`config.mk`:
```
export PLATFORM = sky130hd
export DESIGN_NAME = jlj_ram
export DESIGN_NICKNAME = d
export VERILOG_FILES = /design/src/hw/rtl/jerk_limited_jog_generator_defines.svh /design/src/hw/rtl/jlj_pkg.sv /design/src/hw/rtl/jlj_ram.sv
export SDC_FILE = /design/constraint.sdc
export NUM_CORES = 2
export LEC_CHECK = 0
export ABC_CLOCK_PERIOD_IN_PS = 5450
export BUFFER_PORTS_ARGS = -buffer_cell sky130_fd_sc_hd__buf_2
export CAP_MARGIN = 20
export CORE_MARGIN = 10
export CORE_UTILIZATION = 45
export DETAILED_ROUTE_END_ITERATION = 8
export SETUP_SLACK_MARGIN = 0.4
export SYNTH_ARGS = -nofsm -noshare
export SYNTH_HDL_FRONTEND = slang
export SYNTH_SLANG_ARGS = --single-unit
```
`constraint.sdc`:
```
create_clock -name i_clk -period 5.45 [get_ports i_clk]
set_input_delay 0.8175 -clock i_clk [delete_from_list [all_inputs] [get_ports i_clk]]
set_output_delay 0.8175 -clock i_clk [all_outputs]
set_load 0.02 [all_outputs]
```
`src/hw/rtl/jerk_limited_jog_generator_defines.svh`:
```
// ----------------------------------------------------------------------------
// Jog generator assertion macros
// Concurrent assertion wrappers. In synthesis builds they expand to nothing.
// ----------------------------------------------------------------------------
`ifndef JERK_LIMITED_JOG_GENERATOR_DEFINES_SVH
`define JERK_LIMITED_JOG_GENERATOR_DEFINES_SVH

`ifndef SYNTHESIS
// Checked at every rising edge while reset is released.
`define JLJ_ASSERT(lbl, clk, rst_n, prop) \
    lbl: assert property (@(posedge clk) disable iff (!rst_n) prop) \
        else $error("jog generator assertion failed");
// Checked at every rising edge, reset included.
`define JLJ_ASSERT_ALWAYS(lbl, clk, prop) \
    lbl: assert property (@(posedge clk) prop) \
        else $error("jog generator assertion failed");
`else
`define JLJ_ASSERT(lbl, clk, rst_n, prop)
`define JLJ_ASSERT_ALWAYS(lbl, clk, prop)
`endif

`endif

```
`src/hw/rtl/jlj_pkg.sv`:
```
// ----------------------------------------------------------------------------
// Jog generator package
// Shared widths, register indexes, constants and interface structs.
// ----------------------------------------------------------------------------
`default_nettype none

package jlj_pkg;

    // Default values of the top-level parameters.
    localparam int AXES_DEF      = 32;
    localparam int FRAC_BITS_DEF = 16;

    // Field widths.
    localparam int AXIS_W   = 5;
    localparam int MOVE_W   = 16;
    localparam int ST_W     = 40;
    localparam int VMAX_W   = 32;
    localparam int LIMIT_W  = 31;

    // Stream and register port widths.
    localparam int IN_TDATA_W  = 8;
    localparam int OUT_TDATA_W = 104;
    localparam int APB_AW      = 4;
    localparam int APB_DW      = 32;

    // Register indexes.
    localparam logic [1:0] REG_VMAX    = 2'd0;
    localparam logic [1:0] REG_MAX_ACC = 2'd1;
    localparam logic [1:0] REG_JERK    = 2'd2;

    localparam logic [LIMIT_W-1:0] JERK_RESET = 31'd65536;

    // Shared multiplier: 41-bit operand times one 8-bit digit per cycle.
    localparam int MUL_A_W    = 41;
    localparam int MUL_B_W    = 40;
    localparam int MUL_DIG_W  = 8;
    localparam int MUL_DIGITS = MUL_B_W / MUL_DIG_W;
    localparam int MUL_P_W    = MUL_A_W + MUL_B_W;

    typedef struct packed {
        logic signed [VMAX_W-1:0] vmax;
        logic [LIMIT_W-1:0]       max_acc;
        logic [LIMIT_W-1:0]       jerk;
    } t_cfg;

    typedef struct packed {
        logic               start;
        logic [MUL_A_W-1:0] op_a;
        logic [MUL_B_W-1:0] op_b;
    } t_mul_req;

    typedef struct packed {
        logic busy;
        logic done;
    } t_mul_rsp;

endpackage

`default_nettype wire

```
`src/hw/rtl/jlj_ram.sv`:
```
// ----------------------------------------------------------------------------
// Axis state memory
// One write port and one registered read port for per-axis speed and accel.
// ----------------------------------------------------------------------------
`default_nettype none

module jlj_ram #(
    parameter  int DEPTH  = jlj_pkg::AXES_DEF,
    parameter  int WIDTH  = 2 * jlj_pkg::ST_W,
    localparam int ADDR_W = (DEPTH > 1) ? $clog2(DEPTH) : 1
) (
    input  wire logic              i_clk,
    input  wire logic              i_we,
    input  wire logic [ADDR_W-1:0] i_waddr,
    input  wire logic [WIDTH-1:0]  i_wdata,
    input  wire logic              i_re,
    input  wire logic [ADDR_W-1:0] i_raddr,
    output logic      [WIDTH-1:0]  o_rdata
);
    import jlj_pkg::*;

    logic [WIDTH-1:0] mem [DEPTH];
    logic [WIDTH-1:0] r_rdata;

    always_ff @(posedge i_clk) begin
        if (i_we) begin
            mem[i_waddr] <= i_wdata;
        end
    end

    always_ff @(posedge i_clk) begin
        if (i_re) begin
            r_rdata <= mem[i_raddr];
        end
    end

    assign o_rdata = r_rdata;

endmodule

`default_nettype wire

```
Word level (Yosys, flattened, before mapping)

Memories as Yosys holds them, arrays and structs flattened. A register that Yosys moved wholly into a read port is not among the register bits.
Cells that the tools add are included.

Register bits after elaboration: 0
Latch bits: 0
Bits in writable memories: 2560
ROM bits: 0
Bits of input ports: 93
Output and inout bits: 80
Logic and storage cells: 3
Memories: 1

Memories:

| memory | words | bits a word | read ports | clocked after Yosys merged registers in | write ports | RTL line      | RTL |
|---|---|---|---|---|---|---|---|
| mem    | 32    | 80          | 1          | 1                                       | 1           | jlj_ram.sv:22 | `logic [WIDTH-1:0] mem [DEPTH];` |

Add/sub/neg operators: 0
Multipliers: 0
Div/mod/pow operators: 0
Order comparisons: 0
Eq/ne operators: 0
Shift-type cells: 0
Mux-type cells: 2
Bitwise gates (word level): 0
Reductions and logical operators: 0

Operator list:

| cell             | number |
|---|---|
| 2-to-1 mux 1 bit | 2 |

Depth between registers and ports, before layout

Depth in word-level cells: 2
Depth in mapped cells: 9
Mapped depth without buffers: 4

Worst setup path before layout

OpenSTA, ideal clock, no wires.

Path type: input port to flip-flop
From: in i_waddr[1]
To: mem mem[12][0] (netlist bit), enable pin
Library setup time: 0.519 ns
Arrival time: 4.815 ns
Required time: 4.931 ns
Path slack: 0.116 ns
Stages: 3
Path buffers: 1
Cell sequence: or3b_2 clkbuf_1 nor2_1

RTL lines:

| what               | RTL line      | RTL |
|---|---|---|
| start: declaration | jlj_ram.sv:14 | `input wire logic [ADDR_W-1:0] i_waddr,` |
| end: declaration   | jlj_ram.sv:22 |  |

No word-level cell before the write port.

==> out/metrics.yaml <==
seqPwrFrac_pct: 53.5
worst_pin_slew_ps: 1160
hold_buffers: 0
switching_share_pct: 21.0
crit_path_max_incr_delay_ps: 960
cp-end-kind: "flop"
io_pins: 173
dp.cells: 7689
routed_wl_um: 257000
grtUsageTotal_pct: 20.9
fin_cells: 8180
gp_congestion: 0.746
cp_slowest_cell: "and2_1"
p_sw_mw: 8.93
slew_headroom_pct: 22.7
ys_seq_elements: 2640
vias: 49000
drtIter0Drc: 5509
path_clk_slew_ps: 60
ys.flop_type: "edfxtp_1"
comb_power_share_pct: 4.6
p_total_mw: 42.6
ys_seq_area_share_pct: 79.5
timing.rr.start: "mem[15][75]$_DFFE_PP_"
root_buffer: "clkbuf_16"
cts_tree: "yes"
fin_util_pct: 51.6
final_hold_viol_count: 0
io_buffers: 172
yosys.cell_types.count: 31
gr-total-overflow: 0
final_cell_mix: "edfxtp_1, mux2i_1, a22oi_1, mux4_2, clkbuf_16"
worstPathCellList: "buf_6 > buf_4 > nor2b_4 > buf_4 > and2_1 > a22oi_1 > nand3_1"
syn_area_sq_um: 99700
avgSynthCellArea_sq_um: 21.3
p_leak_nw: 36.9
setup_tns_ps: 0
ctsResizeCount: 0
clock.fmax_ghz: 0.349
cts.sinks: 2640
die_x_um: 491
coreArea_sq_um: 220000
final_common_cell: "edfxtp_1"
antenna_found_initial: 34
first_pass_iters: 5
drv_slew: 0
wire_per_inst_um: 31.4
area_delta_synth_final_pct: 13.8
drv_cap: 0
status: "finished clean"
placed_cell_area_sq_um: 105000
min_path_type: "input port to flop"
r2r_slack_ps: 3780
start_util_pct: 45.3
power_density_nw_per_um2: 375
grt_pass1_vias: 49700
crit_buf_inv: 3
ys_warn_count: 0
critPathLaunchType: "input port"
cp_max_fo: 51
min_path_cells: 1
internal_power_mw: 33.7
crit_family: "simple AND/OR/NAND/NOR gates"
h-tree-depth: 5
stdcell_area_sq_um: 114000
synthCells: 4682
place_hpwl_um: 131000
setup_viol: 0
drive_gt1_share_pct: 19.8
grt_max_degree: 136
die-area_sq_um: 241000
cp.arrival_ps: 3640
finalClockSkew_ps: 57.7
required_ps: 6220
async_reset_ff_share_pct: 0
synth_edf_count: 2640
numCtsBuffers: 286
vdd_drop_max_mv: 0.331
rsz0062_at_grt: "no"
fin_nets: 5112
vias_per_cell: 5.99
cts_setup_buffers: 0
ant_nets: 0
syn-num-nets: 4775
grt_pass1_wl_um: 366000
worst_hold_startpoint: "i_wdata[64]"
worst_r2r_path_depth: 4
drc_errors: 0
cpMostUsedCell: "buf_4"
clk_latency_ps: 910
whs_endpoint: "mem[4][64]$_DFFE_PP_"
clkPwrFrac_pct: 41.9
r2r_end: "o_rdata[75]$_DFFE_PP_"
period_needed_ps: 2870
critPathKind: "input port to flop"
rows: 172
period_share_pct: 52.6
clockBufferDepth: 4
die_y_um: 491
power groups by stage:
| stage | registers (mW) | logic, mW | clock network [mW] |
|---|---|---|---|
| floorplan | 23.2 | 1.05 | 0 |
| global placement | 23.2 | 1.95 | 0 |
| detailed placement | 23.2 | 1.98 | 0 |
| CTS | 22.8 | 1.98 | 18.2 |
| global route | 22.8 | 2.10 | 19.0 |
| finish | 22.8 | 1.96 | 17.9 |
state kept, by name, indices dropped and copies added (netlist names):
signal / cells
o_rdata: 80
mem: 2560
metal layers:
metal | global-route usage (%) | up-vias | share of wire (%)
li1 | - | 20400 | -
met1 | 29.6 | 26300 | 42
met2 | 33.3 | 1885 | 48
met3 | 4.27 | 422 | 7.4
met4 | 5.32 | 18 | 2.3
met5 | 0 | - | 0.047
stage by stage:
stage	setup WS, ps	hold slack [ps]
detailed placement	1490	705
CTS	2510	332
global route	2530	382
floorplan	116	626
global placement	1510	703
finish	2580	389
final cells by class:
type                       count  area [sq um]
fill                       17300        107000
sequential                  2640         79300
multi-input combinational   1779         19400
clock buffer                 365          7580
tap                         2958          3700
timing repair buffer         311          2630
clock inverter               120           877
antenna                        6          15.0
inverter                       1          3.75
kinds of logic after synthesis:
kind of cell | after synthesis | synth area share (%)
flip-flops | 2640 | 79.5
multiplexers | 960 | 13.7
AO/OA/AOI/OAI | 524 | 3.93
AND/OR/NAND/NOR | 295 | 1.53
buffers and inverters | 263 | 1.37
cells in the mapped netlist, types with 2 or more instances:
cell         n  share of area, %
and2_1       9             0.056
a31oi_1     44              0.28
buf_4       24              0.18
buf_1        9             0.034
clkbuf_1   101              0.38
nand3b_1     5             0.038
a22oi_1    424               3.2
nand2_1     11             0.041
buf_2      108              0.54
nand3_1    152              0.76
mux4_2     320               7.2
mux2i_1    640               6.4
nor2_1      44              0.17
a22o_1      44              0.39
a21oi_1      8             0.040
nor3_1       4             0.020
or3b_2       2             0.018
nand4_1     46              0.29
buf_6       18              0.20
nor2_2       2             0.013
edfxtp_1  2640                80
nor2b_1     15             0.094
a32oi_1      4             0.035
how the worst max path moves through the flow:
stage	start	endpoint	slack, ps	cells after the start
finish	i_raddr[1]	o_rdata[12]$_DFFE_PP_	2580	7
global route	i_raddr[1]	o_rdata[12]$_DFFE_PP_	2530	7
CTS	i_raddr[1]	o_rdata[12]$_DFFE_PP_	2510	7
detailed placement	i_raddr[1]	o_rdata[12]$_DFFE_PP_	1490	7
global placement	i_raddr[1]	o_rdata[71]$_DFFE_PP_	1510	7
floorplan	i_waddr[1]	mem[12][0]$_DFFE_PP_	120	3
No activity file was read; power rests on OpenSTA's default activity.
