--- config.mk ---
export PLATFORM = sky130hd
export DESIGN_NAME = jlj_cfg
export DESIGN_NICKNAME = d
export VERILOG_FILES = /design/src/hw/rtl/jerk_limited_jog_generator_defines.svh /design/src/hw/rtl/jlj_pkg.sv /design/src/hw/rtl/jlj_cfg.sv
export SDC_FILE = /design/constraint.sdc
export NUM_CORES = 1
export LEC_CHECK = 0
export BUFFER_PORTS_ARGS = -buffer_cell sky130_fd_sc_hd__buf_2
export CORE_ASPECT_RATIO = 2
export CORE_MARGIN = 2
export CORE_UTILIZATION = 44
export CTS_CLUSTER_SIZE = 12
export DETAILED_ROUTE_END_ITERATION = 7
export GPL_TIMING_DRIVEN = 1
export PLACE_DENSITY = 0.88
export SYNTH_ARGS = -nofsm -noshare
export SYNTH_HDL_FRONTEND = slang
export SYNTH_SLANG_ARGS = --single-unit
--- constraint.sdc ---
create_clock -name i_clk -period 1.25 [get_ports i_clk]
set_input_delay 0.1875 -clock i_clk [delete_from_list [all_inputs] [get_ports i_clk]]
set_output_delay 0.1875 -clock i_clk [all_outputs]
set_load 0.03 [all_outputs]
--- src/hw/rtl/jerk_limited_jog_generator_defines.svh ---
// ----------------------------------------------------------------------------
// Jog generator assertion macros
// Concurrent assertion wrappers. In synthesis builds they expand to nothing.
// ----------------------------------------------------------------------------
`ifndef JERK_LIMITED_JOG_GENERATOR_DEFINES_SVH
`define JERK_LIMITED_JOG_GENERATOR_DEFINES_SVH

`ifndef SYNTHESIS
// Checked at every rising edge while reset is released.
`define JLJ_ASSERT(lbl, clk, rst_n, prop) \
    lbl: assert property (@(posedge clk) disable iff (!rst_n) prop) \
        else $error("jog generator assertion failed");
// Checked at every rising edge, reset included.
`define JLJ_ASSERT_ALWAYS(lbl, clk, prop) \
    lbl: assert property (@(posedge clk) prop) \
        else $error("jog generator assertion failed");
`else
`define JLJ_ASSERT(lbl, clk, rst_n, prop)
`define JLJ_ASSERT_ALWAYS(lbl, clk, prop)
`endif

`endif

--- src/hw/rtl/jlj_pkg.sv ---
// ----------------------------------------------------------------------------
// Jog generator package
// Shared widths, register indexes, constants and interface structs.
// ----------------------------------------------------------------------------
`default_nettype none

package jlj_pkg;

    // Default values of the top-level parameters.
    localparam int AXES_DEF      = 32;
    localparam int FRAC_BITS_DEF = 16;

    // Field widths.
    localparam int AXIS_W   = 5;
    localparam int MOVE_W   = 16;
    localparam int ST_W     = 40;
    localparam int VMAX_W   = 32;
    localparam int LIMIT_W  = 31;

    // Stream and register port widths.
    localparam int IN_TDATA_W  = 8;
    localparam int OUT_TDATA_W = 104;
    localparam int APB_AW      = 4;
    localparam int APB_DW      = 32;

    // Register indexes.
    localparam logic [1:0] REG_VMAX    = 2'd0;
    localparam logic [1:0] REG_MAX_ACC = 2'd1;
    localparam logic [1:0] REG_JERK    = 2'd2;

    localparam logic [LIMIT_W-1:0] JERK_RESET = 31'd65536;

    // Shared multiplier: 41-bit operand times one 8-bit digit per cycle.
    localparam int MUL_A_W    = 41;
    localparam int MUL_B_W    = 40;
    localparam int MUL_DIG_W  = 8;
    localparam int MUL_DIGITS = MUL_B_W / MUL_DIG_W;
    localparam int MUL_P_W    = MUL_A_W + MUL_B_W;

    typedef struct packed {
        logic signed [VMAX_W-1:0] vmax;
        logic [LIMIT_W-1:0]       max_acc;
        logic [LIMIT_W-1:0]       jerk;
    } t_cfg;

    typedef struct packed {
        logic               start;
        logic [MUL_A_W-1:0] op_a;
        logic [MUL_B_W-1:0] op_b;
    } t_mul_req;

    typedef struct packed {
        logic busy;
        logic done;
    } t_mul_rsp;

endpackage

`default_nettype wire

--- src/hw/rtl/jlj_cfg.sv ---
// ----------------------------------------------------------------------------
// Jog generator register file
// APB-style port holding the target speed, acceleration limit and jerk.
// ----------------------------------------------------------------------------
`default_nettype none

module jlj_cfg (
    input  wire logic                       i_clk,
    input  wire logic                       i_rst_n,
    input  wire logic                       psel,
    input  wire logic                       penable,
    input  wire logic                       pwrite,
    input  wire logic [jlj_pkg::APB_AW-1:0] paddr,
    input  wire logic [jlj_pkg::APB_DW-1:0] pwdata,
    output logic      [jlj_pkg::APB_DW-1:0] prdata,
    output logic                            pready,
    output jlj_pkg::t_cfg                   o_cfg
);
    import jlj_pkg::*;

    logic       wr_en;
    logic [1:0] reg_idx;
    t_cfg       r_cfg;

    assign pready  = 1'b1;
    assign reg_idx = paddr[3:2];
    assign wr_en   = psel & penable & pwrite & pready;

    // Register writes; an address beyond the list is dropped.
    always_ff @(posedge i_clk) begin
        if (!i_rst_n) begin
            r_cfg.vmax    <= '0;
            r_cfg.max_acc <= '0;
            r_cfg.jerk    <= JERK_RESET;
        end else if (wr_en) begin
            case (reg_idx)
                REG_VMAX:    r_cfg.vmax    <= $signed(pwdata);
                REG_MAX_ACC: r_cfg.max_acc <= pwdata[LIMIT_W-1:0];
                REG_JERK:    r_cfg.jerk    <= pwdata[LIMIT_W-1:0];
                default:     r_cfg.vmax    <= r_cfg.vmax;
            endcase
        end
    end

    // Read-back multiplexer.
    always_comb begin
        case (reg_idx)
            REG_VMAX:    prdata = r_cfg.vmax;
            REG_MAX_ACC: prdata = {1'b0, r_cfg.max_acc};
            REG_JERK:    prdata = {1'b0, r_cfg.jerk};
            default:     prdata = '0;
        endcase
    end

    assign o_cfg = r_cfg;

endmodule

`default_nettype wire

**Word-level counts from Yosys, hierarchy flattened**

Index checks and enable logic that the tools add are counted.

- Register bits after elaboration: 94
- Word-level logic and storage cells: 12
- Output and inout port bits: 127

- Reductions and logical operators: 4
- Eq/ne operators: 2
- Muxes and demuxes: 1
- Bitwise operators: 2

Operator list:

| operator | number |
|---|---|
| $pmux W32 S3 | 1 |
| $reduce_and A2 Y1 | 3 |
| $and A1 B1 Y1 | 2 |
| $eq A2 B1 Y1 const B | 1 |
| $eq A2 B2 Y1 const B | 1 |
| $logic_not A2 Y1 | 1 |

**Logic depth before layout (Yosys ltp)**

Gate-level depths: netlist of the first run.

- Word-level depth: 3
- Gate-level depth with buffers: 5

**Worst setup path after synthesis of the first run**

Ideal clock, no wire load.

- Kind: input to output
- Start point: in paddr[3] (netlist bit)
- End point: out prdata[16] (netlist bit)
- Slack: -0.283 ns
- Path buffers: 2
- Arrival: 1.345 ns
- Cell stages on the path: 4
- Cells stage by stage: buf_6 buf_2 mux2i_1 o21ai_0

- Longest elaborated chain between the ends: 2
- Elaborated cells between the ends (all ways): 4

RTL lines:

| what | line | RTL |
|---|---|---|
| start: declaration | jlj_cfg.sv:13 | `input wire logic [jlj_pkg::APB_AW-1:0] paddr,` |
| $eq A2 B2 Y1, or another cell as far along | jlj_cfg.sv:47 | `case (reg_idx)` |
| $pmux W32 S3 (*) | jlj_cfg.sv:47 |  |
| end: declaration | jlj_cfg.sv:15 | `output logic [jlj_pkg::APB_DW-1:0] prdata,` |

Mark *: on every way between the ends. The rest lies on a longest branch, timed or not.

**Worst setup path after layout of the first run**

- Start point: reg r_cfg (netlist bit o_cfg[10])
- End point: out prdata[10] (netlist bit)

- Longest elaborated chain between the ends: 1

RTL lines:

| what | line | RTL |
|---|---|---|
| start: declaration | jlj_cfg.sv:23 | `t_cfg r_cfg;` |
| $pmux W32 S3 | jlj_cfg.sv:47 |  |

Every way passes these cells.

==> results.cfg, run 1 <==
[synthesis]
yosysMostFrequentCell = nand2_1
synth_edf_count = 0
synth_cells = 451
synth_top_area_share_pct = 45.0
yosysSeqAreaShare_pct = 45.0
yosys_warnings = 0
async_reset_ff_share_pct = 0
yosysTopAreaCell = dfxtp_1
netlist_area_sq_um = 4180
ys_ff_latch = 94
synthTopCellsByCount = 156 x nand2_1, 125 x mux2i_1, 94 x dfxtp_1, 31 x o21ai_0, 16 x clkbuf_1
avgSynthCellArea_sq_um = 9.28
synthesis.nets = 492
synth_area_leaders = dfxtp_1 45%, mux2i_1 30%, nand2_1 14%
yosysUniqueCellTypes = 16
synthFlopType = dfxtp_1

[detailed_routing]
drt_iter0_markers = 286
drcViolationCount = 0
antenna_left = 0
drt-total-wl_mm = 13.4
num_vias = 4093
vias_per_cell = 5.46
first_pass_iters = 5
routedWlPerCell_microns = 17.8

[cts]
insertion_delay_ns = 0.34
cts.htree.levels = 3
clkTransAtPathRegs_ns = 0.06
clockBufferDepth = 2
clock_sinks = 94
ctsHoldBuffers = 0
cts_tree = yes
numCtsBuffers = 9
cts_root_buffer = clkbuf_16

[power_and_ir_drop]
power.share.switching_pct = 23.3
p_per_area_nw_per_um2 = 1090
pwr-share-seq_pct = 44.8
clkPwrFrac_pct = 44.9
combPwrFrac_pct = 10.3
p_int_w = 0.00525
leakagePower_nw = 3.01
switching_power_w = 0.00160
ir_drop_v = 0.00109

[sta]
period_minus_slack_ns = 1.27
setup_viol = 13
fin_crit_sh_pct = 102
hold_viol = 0
timing.hold.ws_ns = 0.0990
grt_setup_unrepaired = yes
fin_skew_ns = 0
max_freq_ghz = 0.788
slew_violations = 0
finalWorstSetupSlack_ns = -0.0191

[place]
hpwl_mm = 8.83
gp_congestion = 0.850
post-place-ws_ns = -0.175
io_buffers = 164
placed_area_sq_um = 5310

[global_route]
grt_max_degree = 60
grt_use_met1_pct = 25.0
use_met3_pct = 5.04
antenna_found_initial = 0
first_global_vias = 4214
gr-usage-all-layers_pct = 25.1
grt-ovfl-total = 0
grt_use_met2_pct = 45.8
grt_pass1_wl_mm = 20.0
busiest_layer = met2

[floorplan]
dieArea_sq_um = 10400
die_h_microns = 142
core-area_sq_um = 9320
rows = 50
ios = 168
die_w_microns = 73.0
start_util_pct = 44.9

[setup_path]
crit_start = o_cfg[10]
rr_startpoint = o_cfg[16]
slowest_delay_ns = 0.33
rrSetupSlack_ns = 0.41
cp-endpoint = prdata[10]
slowest_stage = dfxtp_2
crit_fanout = 2
worstPathRequired_ns = 1.06
r2r_end = o_cfg[16]
worstSetupStartpointType = flip-flop
path_cells = mux2i_1 > o21ai_2 > buf_6
arrival_ns = 1.08
critPathKind = reg2out
r2r_cells = 3
end_kind = primary output

[hold_path]
hold_path_class = in2reg

[status]
outcome = complete, but fails checks
violations = setup timing

[layout]
fillers = 691
post-route-util_pct = 67.2
final_layout_size_suffix_gt1_share_pct = 52.8
largest_reg_flops = 94
area_growth_pct = 49.7
multiInputGateArea_sq_um = 2260
stdcell_area_sq_um = 6260
seq_area_sq_um = 1970
antenna_cells = 0
layout.nets = 682

[job]
maxCapViolCount = 0
[how the worst min path moves through the flow]
stage / startpoint / to / slack (ns) / cells past startpoint
6_report: pwdata[31] / o_cfg[93] / 0.1 / 3
5_1_grt: pwdata[31] / o_cfg[93] / 0.10 / 3
4_1_cts: pwdata[31] / o_cfg[93] / 0.1 / 3
3_5_place_dp: pwdata[31] / o_cfg[93] / 0.46 / 3
3_3_place_gp: o_cfg[23] / o_cfg[23] / 0.45 / 2
2_1_floorplan: pwdata[31] / o_cfg[93] / 0.33 / 2
[area by class of cell]
type	count	area share, %
flip-flops and latches	94	31.4
clock buffers	9	3.60
multi-input cells	321	36.1
clock inverters	7	1.80
well taps	104	2.08
repair buffers	215	25.1
[cell usage in the layout (no fill, tap or decap), types with 2 or more instances in the layout]
master,instances
mux2i_2,12
mux2i_1,112
buf_4,41
buf_2,129
clkinv_2,3
clkbuf_16,9
buf_12,12
nor3b_4,3
o21ai_1,3
nor2b_1,2
buf_6,32
bufinv_16,3
o21ai_2,28
dfxtp_4,2
dfxtp_1,31
dfxtp_2,61
nand2_1,155
[stage by stage]
step	total power (W)	setup TNS [ns]	instances
floorplan	0.00353	-0.247	451
global route	0.00704	-1.06	750
CTS	0.00688	-0.393	742
global placement	0.00374	-10.57	703
detailed placement	0.00376	-13.22	703
finish	0.00685	-0.127	750
[cells by family (layout without fill, tap and decap cells)]
kind of cell           after synthesis  in the layout  share of synthesized area, %
AND/OR/NAND/NOR                    164            164                          15.6
multiplexers                       125            125                          29.9
flip-flops                          94             94                          45.0
buffers and inverters               36            231                          5.71
AO/OA/AOI/OAI                       31             31                          3.71
other                                1              1                        0.0896
[critical path: cells and delay by family (launching register included)]
kind | cells | cell delay (ns)
flops | 1 | 0.33
mux | 1 | 0.18
compound gates | 1 | 0.08
buf+inv | 1 | 0.14
[what timing repair did]
item | CTS | global route
pin swaps | 8 | 11
gates resized for setup | 130 | 23
cloned | 1 | 0
setup endpoints to repair | 32 | 32
endpoints found under the hold margin | 0 | 0
buffers inserted | 22 | 9
[metal layers]
layer | vias to the layer above | share of wire, % | wire, microns
li1 | 1879 | - | -
met1 | 1978 | 37 | 4890
met2 | 173 | 54 | 7180
met3 | 63 | 4.2 | 568
met4 | 0 | 5.4 | 726
met5 | - | 0 | 0
[power by group through the flow]
stage,logic (W),registers [W],clock network [W]
3_5_place_dp,0.000623,0.00313,0
4_1_cts,0.000696,0.00307,0.00312
3_3_place_gp,0.000607,0.00313,0
5_1_grt,0.000744,0.00307,0.00323
6_report,0.000705,0.00307,0.00308
2_1_floorplan,0.000322,0.00320,0
(Power assumes the default switching activity.)
==> run 2, diff against run 1 <==
--- a/config.mk
+++ b/config.mk
@@ -8,11 +8,11 @@
 export BUFFER_PORTS_ARGS = -buffer_cell sky130_fd_sc_hd__buf_2
 export CORE_ASPECT_RATIO = 2
 export CORE_MARGIN = 2
-export CORE_UTILIZATION = 44
+export CORE_UTILIZATION = 25
 export CTS_CLUSTER_SIZE = 12
 export DETAILED_ROUTE_END_ITERATION = 7
 export GPL_TIMING_DRIVEN = 1
-export PLACE_DENSITY = 0.88
+export PLACE_DENSITY = 0.59
 export SYNTH_ARGS = -nofsm -noshare
 export SYNTH_HDL_FRONTEND = slang
 export SYNTH_SLANG_ARGS = --single-unit
==> run 2 against run 1 <==
Net effect:
- the run still ends with setup timing left
- utilization decreased by 28 points
- fmax decreased by 3.6%
- sequential cell count unchanged
- clock skew unchanged
- via count decreased by 3.7%
- combinational power increased by 3%
- critical path type unchanged
==> results.cfg, run 2 (synthesis gave the netlist of run 1 again) <==
[cts]
numCtsBuffers = 9
cts.htree.levels = 3
clkTransAtPathRegs_ns = 0.06
clockBufferDepth = 2
clock_sinks = 94
insertion_delay_ns = 0.34
ctsHoldBuffers = 0
cts_root_buffer = clkbuf_16
cts_tree = yes

[place]
hpwl_mm = 9.62
placed_area_sq_um = 5550
dp.cells = 820
io_buffers = 164
gp_congestion = 0.786

[global_route]
antenna_found_initial = 1
grt-ovfl-total = 0
first_global_vias = 3965
gr-usage-all-layers_pct = 15.9
grt_pass1_wl_mm = 21.3
grt_max_degree = 67

[detailed_routing]
drt-total-wl_mm = 14.1
num_vias = 3943
routedWlPerCell_microns = 16.3
drt_iter0_markers = 111
first_pass_iters = 4
drcViolationCount = 0
antenna_left = 0
vias_per_cell = 4.55

[power_and_ir_drop]
leakagePower_nw = 3.05
ir_drop_v = 0.000565
p_per_area_nw_per_um2 = 990

[floorplan]
die_h_microns = 187
core-area_sq_um = 16400
die_w_microns = 95.5
rows = 66
start_util_pct = 25.6
ios = 168
dieArea_sq_um = 17800

[sta]
hold_viol = 0
finalWorstSetupSlack_ns = -0.0661
setup_viol = 16
fin_skew_ns = 0
period_minus_slack_ns = 1.32
slew_violations = 0
fin_crit_sh_pct = 105
max_freq_ghz = 0.760
grt_setup_unrepaired = yes

[setup_path]
arrival_ns = 1.13
r2r_cells = 3
crit_fanout = 2
rrSetupSlack_ns = 0.49
worstPathRequired_ns = 1.06
r2r_end = o_cfg[16]
rr_startpoint = o_cfg[16]
worstSetupStartpointType = flip-flop
critPathKind = reg2out
end_kind = primary output

[layout]
final_layout_size_suffix_gt1_share_pct = 51.9
fillers = 1676
instances_no_fill = 866
area_growth_pct = 53.1
final_cell_mix = 156 x nand2_1, 129 x buf_2, 116 x mux2i_1, 58 x dfxtp_2, 55 x buf_4
layout_commonest_cell = nand2_1
stdcell_area_sq_um = 6400
layout.nets = 697
largest_reg_flops = 94

[hold_path]
hold-path-endpoint = o_cfg[93]
min_from = pwdata[31]
hold_path_class = in2reg
hold_path_depth = 3

[status]
outcome = complete, but fails checks
violations = setup timing

[job]
maxCapViolCount = 0
-- run 2: changes by cell type in the layout (fill, tap and decap cells not counted), sizes merged --
cell	delta
buf	+15
bufinv	-3
clkbuf	+4
diode	+1
clkinvlp	+1
clkinv	-2
-- run 2: timing repair --
action	4_1_cts	5_1_grt
pin swaps	12	5
gates cloned	2	0
resized for setup	132	13
setup buffers	25	2
setup endpoints to repair	33	32
-- run 2: worst max path at each step --
| stage | startpoint | end | slack [ns] | cells after the start |
|---|---|---|---|---|
| finish | o_cfg[92] | prdata[30] | -0.07 | 3 |
| global route | o_cfg[26] | prdata[26] | -0.12 | 3 |
| CTS | o_cfg[92] | prdata[30] | -0.11 | 3 |
| detailed placement | paddr[2] | prdata[11] | -0.17 | 6 |
| global placement | paddr[3] | prdata[17] | -0.16 | 6 |
| floorplan | paddr[2] | prdata[16] | -0.11 | 5 |
-- run 2: layer usage --
| metal | up-vias | global-route usage [%] | part of all wire (%) |
|---|---|---|---|
| met4 | 0 | 8.35 | 4.1 |
| met2 | 116 | 30.2 | 57 |
| met5 | - | 0 | 0 |
| met3 | 32 | 2.78 | 3.2 |
| li1 | 1916 | - | - |
| met1 | 1879 | 15.7 | 36 |
-- run 2: through the flow --
step	power [W]	setup slack, ns	utilization, %	hold WS [ns]	TNS (ns)
after floorplan	0.00353	-0.110	-	0.326	-0.247
after global placement	0.00378	-0.160	33.9	0.438	-6.67
after detailed placement	0.00378	-0.169	33.9	0.443	-8.79
after CTS	0.00644	-0.113	38.8	0.0587	-0.842
after global routing	0.00659	-0.125	39.2	0.0900	-1.86
final	0.00634	-0.0661	39.2	0.0875	-0.307
-- run 2: final cells by class --
cell class / instances / area, sq um / area share (%)
Clock buffer: 13 / 250 / 3.91
Antenna cell: 1 / 2.50 / 0.0391
Tap cell: 204 / 255 / 3.99
Clock inverter: 3 / 20.0 / 0.313
Multi-Input combinational cell: 321 / 2240 / 35.0
Sequential cell: 94 / 1950 / 30.5
Timing Repair Buffer: 230 / 1680 / 26.2
-- run 2: power breakdown --
group / total, W / internal [W] / leakage, nW / switching (W)
Sequential: 0.00307 / 0.00304 / 0.787 / 0.0000289
Clock: 0.00255 / 0.00140 / 0.126 / 0.00115
Combinational: 0.000725 / 0.000288 / 2.14 / 0.000437
Total: 0.00634 / 0.00473 / 3.05 / 0.00162
-- run 2: worst max-delay path, stage by stage, from the launching register on --
cell     delay, ns
dfxtp_2       0.34
mux2i_1       0.08
o21ai_2       0.21
buf_6         0.16
