**src/hw/rtl/jerk_limited_jog_generator_defines.svh**
```systemverilog
// ----------------------------------------------------------------------------
// Jog generator assertion macros
// Concurrent assertion wrappers. In synthesis builds they expand to nothing.
// ----------------------------------------------------------------------------
`ifndef JERK_LIMITED_JOG_GENERATOR_DEFINES_SVH
`define JERK_LIMITED_JOG_GENERATOR_DEFINES_SVH

`ifndef SYNTHESIS
// Checked at every rising edge while reset is released.
`define JLJ_ASSERT(lbl, clk, rst_n, prop) \
    lbl: assert property (@(posedge clk) disable iff (!rst_n) prop) \
        else $error("jog generator assertion failed");
// Checked at every rising edge, reset included.
`define JLJ_ASSERT_ALWAYS(lbl, clk, prop) \
    lbl: assert property (@(posedge clk) prop) \
        else $error("jog generator assertion failed");
`else
`define JLJ_ASSERT(lbl, clk, rst_n, prop)
`define JLJ_ASSERT_ALWAYS(lbl, clk, prop)
`endif

`endif

```
**src/hw/rtl/jlj_pkg.sv**
```systemverilog
// ----------------------------------------------------------------------------
// Jog generator package
// Shared widths, register indexes, constants and interface structs.
// ----------------------------------------------------------------------------
`default_nettype none

package jlj_pkg;

    // Default values of the top-level parameters.
    localparam int AXES_DEF      = 32;
    localparam int FRAC_BITS_DEF = 16;

    // Field widths.
    localparam int AXIS_W   = 5;
    localparam int MOVE_W   = 16;
    localparam int ST_W     = 40;
    localparam int VMAX_W   = 32;
    localparam int LIMIT_W  = 31;

    // Stream and register port widths.
    localparam int IN_TDATA_W  = 8;
    localparam int OUT_TDATA_W = 104;
    localparam int APB_AW      = 4;
    localparam int APB_DW      = 32;

    // Register indexes.
    localparam logic [1:0] REG_VMAX    = 2'd0;
    localparam logic [1:0] REG_MAX_ACC = 2'd1;
    localparam logic [1:0] REG_JERK    = 2'd2;

    localparam logic [LIMIT_W-1:0] JERK_RESET = 31'd65536;

    // Shared multiplier: 41-bit operand times one 8-bit digit per cycle.
    localparam int MUL_A_W    = 41;
    localparam int MUL_B_W    = 40;
    localparam int MUL_DIG_W  = 8;
    localparam int MUL_DIGITS = MUL_B_W / MUL_DIG_W;
    localparam int MUL_P_W    = MUL_A_W + MUL_B_W;

    typedef struct packed {
        logic signed [VMAX_W-1:0] vmax;
        logic [LIMIT_W-1:0]       max_acc;
        logic [LIMIT_W-1:0]       jerk;
    } t_cfg;

    typedef struct packed {
        logic               start;
        logic [MUL_A_W-1:0] op_a;
        logic [MUL_B_W-1:0] op_b;
    } t_mul_req;

    typedef struct packed {
        logic busy;
        logic done;
    } t_mul_rsp;

endpackage

`default_nettype wire

```
**src/hw/rtl/jlj_mult.sv**
```systemverilog
// ----------------------------------------------------------------------------
// Shared digit-serial multiplier
// Unsigned 41 x 40 bit product, one 8-bit digit of the second operand a cycle.
// ----------------------------------------------------------------------------
`default_nettype none

module jlj_mult (
    input  wire logic                        i_clk,
    input  wire logic                        i_rst_n,
    input  jlj_pkg::t_mul_req                i_req,
    output jlj_pkg::t_mul_rsp                o_rsp,
    output logic     [jlj_pkg::MUL_P_W-1:0]  o_prod
);
    import jlj_pkg::*;

    localparam int CNT_W = $clog2(MUL_DIGITS + 1);

    logic                         r_busy;
    logic                         r_done;
    logic [CNT_W-1:0]             r_cnt;
    logic [MUL_A_W-1:0]           r_a;
    logic [MUL_B_W-1:0]           r_b;
    logic [MUL_P_W-1:0]           r_acc;
    logic [MUL_A_W+MUL_DIG_W-1:0] partial;
    logic [MUL_P_W-1:0]           n_acc;

    // Top digit of the second operand times the first, added to the shifted sum.
    assign partial = r_a * r_b[MUL_B_W-1 -: MUL_DIG_W];
    assign n_acc   = {r_acc[MUL_P_W-MUL_DIG_W-1:0], {MUL_DIG_W{1'b0}}}
                   + MUL_P_W'(partial);

    // Control: a start loads the operands, then one digit per cycle.
    always_ff @(posedge i_clk) begin
        if (!i_rst_n) begin
            r_busy <= 1'b0;
            r_done <= 1'b0;
            r_cnt  <= '0;
        end else begin
            r_done <= 1'b0;
            if (i_req.start) begin
                r_busy <= 1'b1;
                r_cnt  <= CNT_W'(MUL_DIGITS);
            end else if (r_busy) begin
                r_cnt <= r_cnt - 1'b1;
                if (r_cnt == CNT_W'(1)) begin
                    r_busy <= 1'b0;
                    r_done <= 1'b1;
                end
            end
        end
    end

    // Datapath registers.
    always_ff @(posedge i_clk) begin
        if (i_req.start) begin
            r_a   <= i_req.op_a;
            r_b   <= i_req.op_b;
            r_acc <= '0;
        end else if (r_busy) begin
            r_b   <= {r_b[MUL_B_W-MUL_DIG_W-1:0], {MUL_DIG_W{1'b0}}};
            r_acc <= n_acc;
        end
    end

    assign o_rsp.busy = r_busy;
    assign o_rsp.done = r_done;
    assign o_prod     = r_acc;

endmodule

`default_nettype wire

```
**config.mk**
```make
export PLATFORM = sky130hd
export DESIGN_NAME = jlj_mult
export DESIGN_NICKNAME = d
export VERILOG_FILES = /design/src/hw/rtl/jerk_limited_jog_generator_defines.svh /design/src/hw/rtl/jlj_pkg.sv /design/src/hw/rtl/jlj_mult.sv
export SDC_FILE = /design/constraint.sdc
export NUM_CORES = 1
export LEC_CHECK = 0
export BUFFER_PORTS_ARGS = -buffer_cell sky130_fd_sc_hd__buf_2
export CORE_AREA = 3 3 249 251
export DETAILED_ROUTE_END_ITERATION = 7
export DIE_AREA = 0 0 252 254
export GPL_TIMING_DRIVEN = 0
export PLACE_DENSITY = 0.51
export SLEW_MARGIN = 20
export SYNTH_ARGS = -nofsm -noshare
export SYNTH_HDL_FRONTEND = slang
export SYNTH_SLANG_ARGS = --single-unit
```
**constraint.sdc**
```tcl
create_clock -name i_clk -period 9.6 [get_ports i_clk]
set_input_delay 0.96 -clock i_clk [delete_from_list [all_inputs] [get_ports i_clk]]
set_output_delay 0.96 -clock i_clk [all_outputs]
set_load 0.02 [all_outputs]
```
### After elaboration in Yosys (flattened, before gate mapping)

Cells that the tools add are included.

| storage, ports and cells | value |
|---|---|
| flip-flop bits (word level) | 167 |
| input bits | 84 |
| word-level logic and storage cells | 24 |

| cells by class | value |
|---|---|
| $add $sub $neg | 2 |
| multipliers | 1 |
| eq/ne operators | 1 |
| mux-type cells | 8 |
| bitwise logic cells | 2 |
| reduce and logical (&&, ||, !) cells | 3 |

Operators with widths:

| cell | number |
|---|---|
| 81-bit by 49-bit adder with 81-bit output | 1 |
| 40-bit two-way mux | 2 |
| 41-bit by 8-bit multiplier with 49-bit output | 1 |
| 3-bit two-way mux | 2 |
| 1-bit two-way mux | 4 |
| 3-bit by 1-bit == test with 1-bit output (second input constant) | 1 |
| 3-bit OR reduction | 1 |
| 3-bit by 1-bit subtractor with 3-bit output (second input constant) | 1 |
| 1-bit NOT | 2 |
| 2-bit nonzero test | 1 |
| 2-bit OR reduction | 1 |

### Longest topological paths before layout

Gate-level depths: netlist of the first run.

| logic depth | value |
|---|---|
| depth in word-level cells | 4 |
| depth in mapped cells | 23 |
| gate-level depth less buffers | 20 |

### Worst setup path after synthesis of the first run

Ideal clock, no wire load.

| timing path | value |
|---|---|
| path kind | register -> register |
| start point | reg r_b[32] |
| end point | reg r_acc[65], in the netlist o_prod[65] |
| setup time | 0.079 ns |
| arrival time | 5.293 ns |
| data required time | 9.521 ns |
| setup slack | 4.228 ns |
| stages on the path, launching flop included | 22 |
| buffers on the path | 2 |
| path through | edfxtp_1 > clkbuf_1 > nand2_1 > fa_1 > fa_1 > inv_1 > fa_1 > inv_1 > fa_1 > inv_1 > ha_1 > a21o_1 > a31o_1 > o2111ai_1 > a2111oi_4 > o31ai_1 > a32oi_2 > and2_1 > buf_4 > and3_1 > xnor2_1 > a211oi_2 |

| between the ends | value |
|---|---|
| cells in the longest elaborated chain, start to end | 2 |

RTL lines:

| element | RTL line | RTL |
|---|---|---|
| start, declared | jlj_mult.sv:22 | `logic [MUL_B_W-1:0] r_b;` |
| start signal, assigned | jlj_mult.sv:57 | `r_b <= i_req.op_b;` |
| start signal, assigned | jlj_mult.sv:60 | `r_b <= {r_b[MUL_B_W-MUL_DIG_W-1:0], {MUL_DIG_W{1'b0}}};` |
| 41-bit by 8-bit multiplier with 49-bit output | jlj_mult.sv:28 | `assign partial = r_a * r_b[MUL_B_W-1 -: MUL_DIG_W];` |
| 81-bit by 49-bit adder with 81-bit output | jlj_mult.sv:30 | `+ MUL_P_W'(partial);` |
| end signal, assigned | jlj_mult.sv:61 | `r_acc <= n_acc;` |
| end, declared | jlj_mult.sv:23 | `logic [MUL_P_W-1:0] r_acc;` |

Every way passes these cells.
A chain may end at the register's enable or synchronous reset.

### Worst setup path in the final report of the first run

| timing path | value |
|---|---|
| start point | reg r_b[39] |
| end point | reg r_acc[65], in the netlist o_prod[65] |

Same word-level chain as after synthesis.

==> flow_metrics.py, run 1 <==
metrics = {
    "status": {
        "status": "finished clean",
    },
    "placement": {
        "hpwl_mm": 45.72,
        "place_area_um2": 19830,
        "gp_congestion": 0.8839,
        "dp_worst_setup_slack_ns": 2.477,
        "numPortBuffers": 166,
    },
    "floorplanning": {
        "fp.dieH_um": 254,
        "die_area_um2": 64010,
        "initial_core_util_pct": 29.93,
        "coreArea_um2": 60130,
        "rows": 90,
        "io_pins": 167,
        "die_w_um": 252,
    },
    "clock_tree": {
        "cts.sinks": 167,
        "htree_levels": 4,
        "cts_buffers": 17,
        "post_cts_buffers": 0,
        "cts_resized": 0,
        "clk_pin_slew_ns": 0.08,
        "cts_hold_buffers": 0,
        "clk_path_buf_depth": 2,
        "worstSkewPairLatency_ns": 0.49,
        "cts_tree": "built",
        "cts_root_buf": "clkbuf_16",
    },
    "logic_synthesis": {
        "synth.yosys.warnings": 0,
        "syn_inst": 1880,
        "yosys.area.top_type": "fa_1",
        "synth_ff_type": "dfxtp_1",
        "synth.avg_cell_area_um2": 9.572,
        "synth_seq_cells": 167,
        "yosysSeqAreaShare_pct": 23.08,
        "synthTopCellsByCount": "329 x inv_1, 274 x fa_1, 236 x and2_1",
        "yosysMostFrequentCell": "inv_1",
        "ys_top_cells_by_area": "fa_1 30%, edfxtp_1 14%, dfxtp_1 9.6%",
        "yosysUniqueCellTypes": 62,
        "synth_edf_count": 81,
        "netlist_area_um2": 17990,
        "synth_top_area_share_pct": 30.48,
        "synth_fp_nets": 2317,
        "async_flop_share_pct": 0,
    },
    "critical_path": {
        "worst-path-stages": 21,
        "critPathCapture": "o_prod[65]",
        "crit_path_frequent_cell": "fa_1",
        "crit_arrival_ns": 7.55,
        "worst-setup-path-type": "reg -> reg",
        "critPathSlowestCell": "clkbuf_1",
        "r2r_end": "o_prod[65]",
        "end_kind": "flop",
        "reg2reg_from": "r_b[39]",
        "ff2ff_path_depth": 21,
        "path_max_fanout": 11,
        "crit_path_cell_trace": "clkbuf_1, and2_1, fa_1, fa_1, fa_1, inv_1, fa_1, inv_1, ha_1, clkbuf_1, a21oi_1, o21ai_1, a221oi_1, o31ai_1, o31ai_1, a32oi_2, and2_1, buf_4, and3_1, xnor2_1, a211oi_2",
        "crit_start": "r_b[39]",
        "cpPeakStageDelay_ns": 0.74,
        "cp_top_family": "adder cells",
        "r2r_slack_ns": 2.46,
        "path_buf_inv": 5,
        "crit_required_ns": 10.01,
        "critPathLaunchType": "flop",
    },
    "drt": {
        "firstDrtPassIters": 6,
        "drc_errors": 0,
        "wl_per_cell_um": 19.97,
        "viasPerCell": 4.758,
        "wl_mm": 57.20,
        "vias": 13626,
        "drt_iter0_markers": 731,
        "final_antenna_net_count": 0,
    },
    "sta": {
        "max_slew_margin_pct": 27.94,
        "fin_crit_ns": 7.140,
        "finalHoldViolCount": 0,
        "tightest_slew_ns": 1.081,
        "final-max-slew-violation-count": 0,
        "fin_tns_setup_ns": 0,
        "worst_clock_skew_ns": 0.01310,
        "fmaxAchievable_mhz": 140.0,
        "fin_crit_sh_pct": 74.38,
        "setup_viol": 0,
        "rsz0062_at_grt": "no",
        "setup_ws_ns": 2.460,
    },
    "grt": {
        "grt_pass1_wl_mm": 89.19,
        "grt_pass1_vias": 14808,
        "overflow": 0,
        "grt.total_usage_pct": 18.58,
        "antenna_found_initial": 4,
        "grt_start_max_net_pins": 47,
    },
    "cells_and_area": {
        "final_core_util_pct": 34.02,
        "ff_latch_area_um2": 4154,
        "syn2layout_area_growth_pct": 13.68,
        "multi_input_area_um2": 12260,
        "finalInstanceArea_um2": 20460,
        "nets": 2503,
        "nFillCells": 6291,
        "layout-drive-gt1-share_pct": 12.55,
    },
    "hold_path": {
        "hold_class": "reg -> reg",
    },
    "job": {
        "maxCapViolations": 0,
    },
}
[layout make-up]
| class | count | area share [%] |
|---|---|---|
| multi-input combinational | 1300 | 59.92 |
| sequential | 167 | 20.31 |
| inverter | 329 | 6.037 |
| tap | 782 | 4.783 |
| timing repair buffer | 167 | 4.172 |
| clock buffer | 19 | 2.324 |
| buffer | 84 | 1.707 |
| clock inverter | 13 | 0.7156 |
| antenna | 3 | 0.03670 |
[worst register-to-register path, cell delays in order (launching register included)]
cell and delay (ns):
edfxtp_1 0.54, clkbuf_1 0.74, and2_1 0.27, fa_1 0.42, fa_1 0.53, fa_1 0.57, inv_1 0.06, fa_1 0.53
inv_1 0.05, ha_1 0.27, clkbuf_1 0.19, a21oi_1 0.23, o21ai_1 0.13, a221oi_1 0.38, o31ai_1 0.16, o31ai_1 0.69
a32oi_2 0.36, and2_1 0.24, buf_4 0.17, and3_1 0.18, xnor2_1 0.13, a211oi_2 0.21
[how the worst min path moves through the flow]
| stage | startpoint | to | slack, ns | cells past startpoint |
|---|---|---|---|---|
| 3_3_place_gp | o_prod[74] | o_prod[74] | 0.44 | 2 |
| 4_1_cts | o_prod[74] | o_prod[74] | 0.46 | 2 |
| 3_5_place_dp | o_prod[74] | o_prod[74] | 0.44 | 2 |
| 6_report | o_prod[74] | o_prod[74] | 0.46 | 2 |
| 5_1_grt | o_prod[74] | o_prod[74] | 0.49 | 2 |
| 2_1_floorplan | r_cnt[1] | r_cnt[1] | 0.46 | 2 |
[state kept, by name, indices dropped and copies added (netlist names)]
register  count
r_busy        1
r_b          40
r_cnt         3
r_done        1
o_prod       81
r_a          41
[cell usage in the layout (no fill, tap or decap), types with 4 or more instances in the layout]
cell type	synthesis	routed
a21oi_1	57	57
and3_1	8	8
buf_2	6	171
inv_1	329	328
buf_4	7	8
a31oi_1	6	6
o21ai_0	27	27
clkinv_4	0	4
and4_1	4	4
o31ai_1	6	6
ha_1	79	79
dfxtp_1	86	86
nor2b_1	7	7
o21bai_1	11	11
edfxtp_1	81	81
xor2_1	24	24
mux2_2	32	32
o21a_1	4	4
nand2_1	172	172
nor4_1	6	6
nand3_1	24	24
mux2i_1	31	31
a211oi_2	5	5
a221oi_1	4	4
clkbuf_1	66	66
nor3_1	17	17
inv_8	0	4
a21o_1	33	33
o21ai_1	14	14
xnor2_1	47	47
fa_1	274	274
and2_1	236	236
clkbuf_16	0	19
nand2b_1	5	5
buf_1	5	5
nor2_1	98	98
nand4_1	17	17
o22ai_1	5	5
a211oi_1	15	15
[cell families (layout without fill, tap and decap cells)]
family          Yosys count  after routing  synth area share [%]
compound gates          210            210                 7.795
xor+xnor                 71             71                 3.456
fa+ha+maj               353            353                 35.98
buf+inv                 413            612                 8.803
flops                   167            167                 23.08
mux                      63             63                 3.727
other cells               0              3                     0
simple gates            603            603                 17.16
[per-stage QoR]
stage	hold slack [ns]	instances
after floorplan	0.4565	1880
after global placement	0.4383	2828
after detailed placement	0.4434	2829
after CTS	0.4640	2861
after global routing	0.4932	2864
final	0.4621	2864
[per-layer routing]
| metal | global-route usage, % | wire length, µm | vias up |
|---|---|---|---|
| met4 | 7.548 | 2036 | 0 |
| li1 | - | - | 6298 |
| met3 | 3.500 | 2635 | 79 |
| met5 | 0 | 0 | - |
| met2 | 31.93 | 28330 | 352 |
| met1 | 23.06 | 24190 | 6897 |
Power of run 1 is not shown: default switching activity piles up to over one toggle a cycle in this logic, so the estimate is an artifact.
==> run 2, diff against run 1 <==
--- a/config.mk
+++ b/config.mk
@@ -5,12 +5,13 @@
 export SDC_FILE = /design/constraint.sdc
 export NUM_CORES = 1
 export LEC_CHECK = 0
+export ABC_AREA = 1
 export BUFFER_PORTS_ARGS = -buffer_cell sky130_fd_sc_hd__buf_2
-export CORE_AREA = 3 3 249 251
+export CORE_AREA = 3 3 269 271
 export DETAILED_ROUTE_END_ITERATION = 7
-export DIE_AREA = 0 0 252 254
+export DIE_AREA = 0 0 272 274
 export GPL_TIMING_DRIVEN = 0
-export PLACE_DENSITY = 0.51
+export PLACE_DENSITY = 0.5
 export SLEW_MARGIN = 20
 export SYNTH_ARGS = -nofsm -noshare
 export SYNTH_HDL_FRONTEND = slang
==> constraint.sdc (replaced) <==
create_clock -name i_clk -period 7.4 [get_ports i_clk]
set_input_delay 0.74 -clock i_clk [delete_from_list [all_inputs] [get_ports i_clk]]
set_output_delay 0.74 -clock i_clk [all_outputs]
set_load 0.02 [all_outputs]
==> flow_metrics.py, run 2 <==
metrics = {
    "status": {
        "status": "finished clean",
    },
    "hold_path": {
        "hold_class": "in -> reg",
        "hold_start": "i_req[54]",
    },
    "floorplanning": {
        "initial_core_util_pct": 30.02,
        "die_area_um2": 74530,
        "coreArea_um2": 70030,
        "fp.dieH_um": 274,
        "io_pins": 167,
        "rows": 97,
        "die_w_um": 272,
    },
    "logic_synthesis": {
        "netlist_area_um2": 21020,
        "yosys.area.top_type": "fa_1",
        "synth_ff_type": "dfxtp_1",
        "synth_seq_cells": 167,
        "yosysMostFrequentCell": "nand2_1",
        "synthTopCellsByCount": "951 x nand2_1, 874 x inv_1, 274 x fa_1",
        "synth_fp_nets": 3471,
        "yosysUniqueCellTypes": 44,
        "synth.yosys.warnings": 0,
        "synth_edf_count": 81,
        "syn_inst": 3034,
        "yosysSeqAreaShare_pct": 19.76,
        "synth_top_area_share_pct": 26.09,
        "ys_top_cells_by_area": "fa_1 26%, nand2_1 17%, inv_1 16%",
        "synth.avg_cell_area_um2": 6.929,
        "async_flop_share_pct": 0,
    },
    "sta": {
        "fin_crit_ns": 6.081,
        "final-max-slew-violation-count": 0,
        "fin_tns_setup_ns": 0,
        "fin_crit_sh_pct": 82.17,
        "worst_clock_skew_ns": 0.01847,
        "fmaxAchievable_mhz": 164.5,
        "max_slew_margin_pct": 26.41,
        "rsz0062_at_grt": "no",
        "finalHoldViolCount": 0,
        "setup_viol": 0,
        "tightest_slew_ns": 1.104,
    },
    "grt": {
        "grt_pass1_wl_mm": 113.8,
        "antenna_found_initial": 1,
        "grt.total_usage_pct": 20.42,
        "grt_start_max_net_pins": 50,
        "overflow": 0,
        "top_usage_layer": "met2",
        "grt_pass1_vias": 18397,
        "grtUsageMet1_pct": 27.58,
        "met2_usage_pct": 34.32,
        "grt.met3_usage_pct": 2.468,
    },
    "cells_and_area": {
        "mostFrequentLayoutCell": "nand2_1",
        "layout-drive-gt1-share_pct": 9.406,
        "nFillCells": 7749,
        "ff_latch_area_um2": 4154,
        "largest_reg_flops": 81,
        "multi_input_area_um2": 13050,
        "num_antenna_cells": 0,
        "nets": 3656,
        "layout_common_cells": "951 x nand2_1, 874 x inv_1, 274 x fa_1",
        "syn2layout_area_growth_pct": 12.55,
    },
    "drt": {
        "drc_errors": 0,
        "wl_mm": 73.73,
        "final_antenna_net_count": 0,
        "vias": 18188,
        "viasPerCell": 4.360,
        "drt_iter0_markers": 1188,
        "wl_per_cell_um": 17.67,
        "firstDrtPassIters": 5,
    },
    "clock_tree": {
        "cts_hold_buffers": 0,
        "cts_buffers": 17,
        "cts_root_buf": "clkbuf_16",
        "clk_path_buf_depth": 2,
        "cts_resized": 0,
        "cts.sinks": 167,
        "worstSkewPairLatency_ns": 0.50,
        "clk_pin_slew_ns": 0.08,
        "cts_tree": "built",
        "post_cts_buffers": 0,
        "htree_levels": 4,
    },
    "critical_path": {
        "end_kind": "flop",
        "path_max_fanout": 10,
        "crit_path_frequent_cell": "nand2_1",
        "crit_path_cell_trace": "clkbuf_1, clkbuf_1, nand2_1, fa_1, inv_1, fa_1, fa_1, inv_1, fa_1, inv_1, ha_1, nand2_1, inv_1, nand2_1, nand2_1, a21oi_1, nand2_1, a21oi_1, a21o_1, nand3_1, nand2_1, inv_1",
        "crit_start": "r_b[32]",
        "critPathSlowestCell": "clkbuf_1",
        "crit_arrival_ns": 6.47,
        "cpPeakStageDelay_ns": 0.64,
        "critPathLaunchType": "flop",
        "worst-setup-path-type": "reg -> reg",
        "reg2reg_from": "r_b[32]",
        "crit_required_ns": 7.79,
    },
    "placement": {
        "hpwl_mm": 61.31,
        "numPortBuffers": 166,
        "gp_congestion": 0.9253,
    },
    "job": {
        "maxCapViolations": 0,
    },
}
==> run 2: final timing paths <==
path / slack, ns / end / cells past startpoint
min: 0.41 / r_a[14] / 1
min reg2reg: 0.49 / r_cnt[1] / 2
max: 1.32 / o_prod[42] / 22
max reg2reg: 1.32 / o_prod[42] / 22
==> run 2: cells by family after synthesis <==
group / Yosys count / share of synthesized area [%]
adders and majority gates: 353 / 30.80
DFF: 167 / 19.76
and+or+nand+nor: 1296 / 25.25
xor gates and xnor gates: 30 / 1.250
AOI/OAI and AO/OA: 191 / 4.780
buffers and inverters: 997 / 18.16
==> run 2: cell type report <==
type,count,share of cell area [%]
buffer,115,2.168
timing repair buffer,166,3.522
inverter,882,13.99
multi-input combinational,1870,55.16
tap,940,4.971
clock inverter,15,0.8303
clock buffer,17,1.798
sequential,167,17.56
==> run 2: critical path, delay by kind of cell, from the launching register on <==
| family | cells | cell delay, ns |
|---|---|---|
| and+or+nand+nor | 7 | 1.01 |
| AOI/OAI and AO/OA | 3 | 0.79 |
| DFF | 1 | 0.34 |
| adders and majority gates | 5 | 2.43 |
| buffers and inverters | 7 | 1.38 |
==> run 2: through the flow <==
stage          std cells  utilization, %  area, µm²  setup WS (ns)  hold slack (ns)
2_1_floorplan       3034               -      21020          2.944           0.4611
3_3_place_gp        4140           32.88      23030          1.329           0.4708
3_5_place_dp        4140           32.90      23040          1.392           0.4792
4_1_cts             4172           33.78      23660          1.380           0.3750
5_1_grt             4172           33.78      23660          1.034           0.3952
6_report            4172           33.78      23660          1.319           0.4135
==> run 2: metal layers <==
metal	vias to the layer above	routed length, µm	part of all wire [%]
met4	2	1844	2.5
met5	-	9	0.012
met3	73	3016	4.1
li1	9066	-	-
met1	8646	34120	46
met2	401	34750	47
Power of run 2 is left out for the same reason.
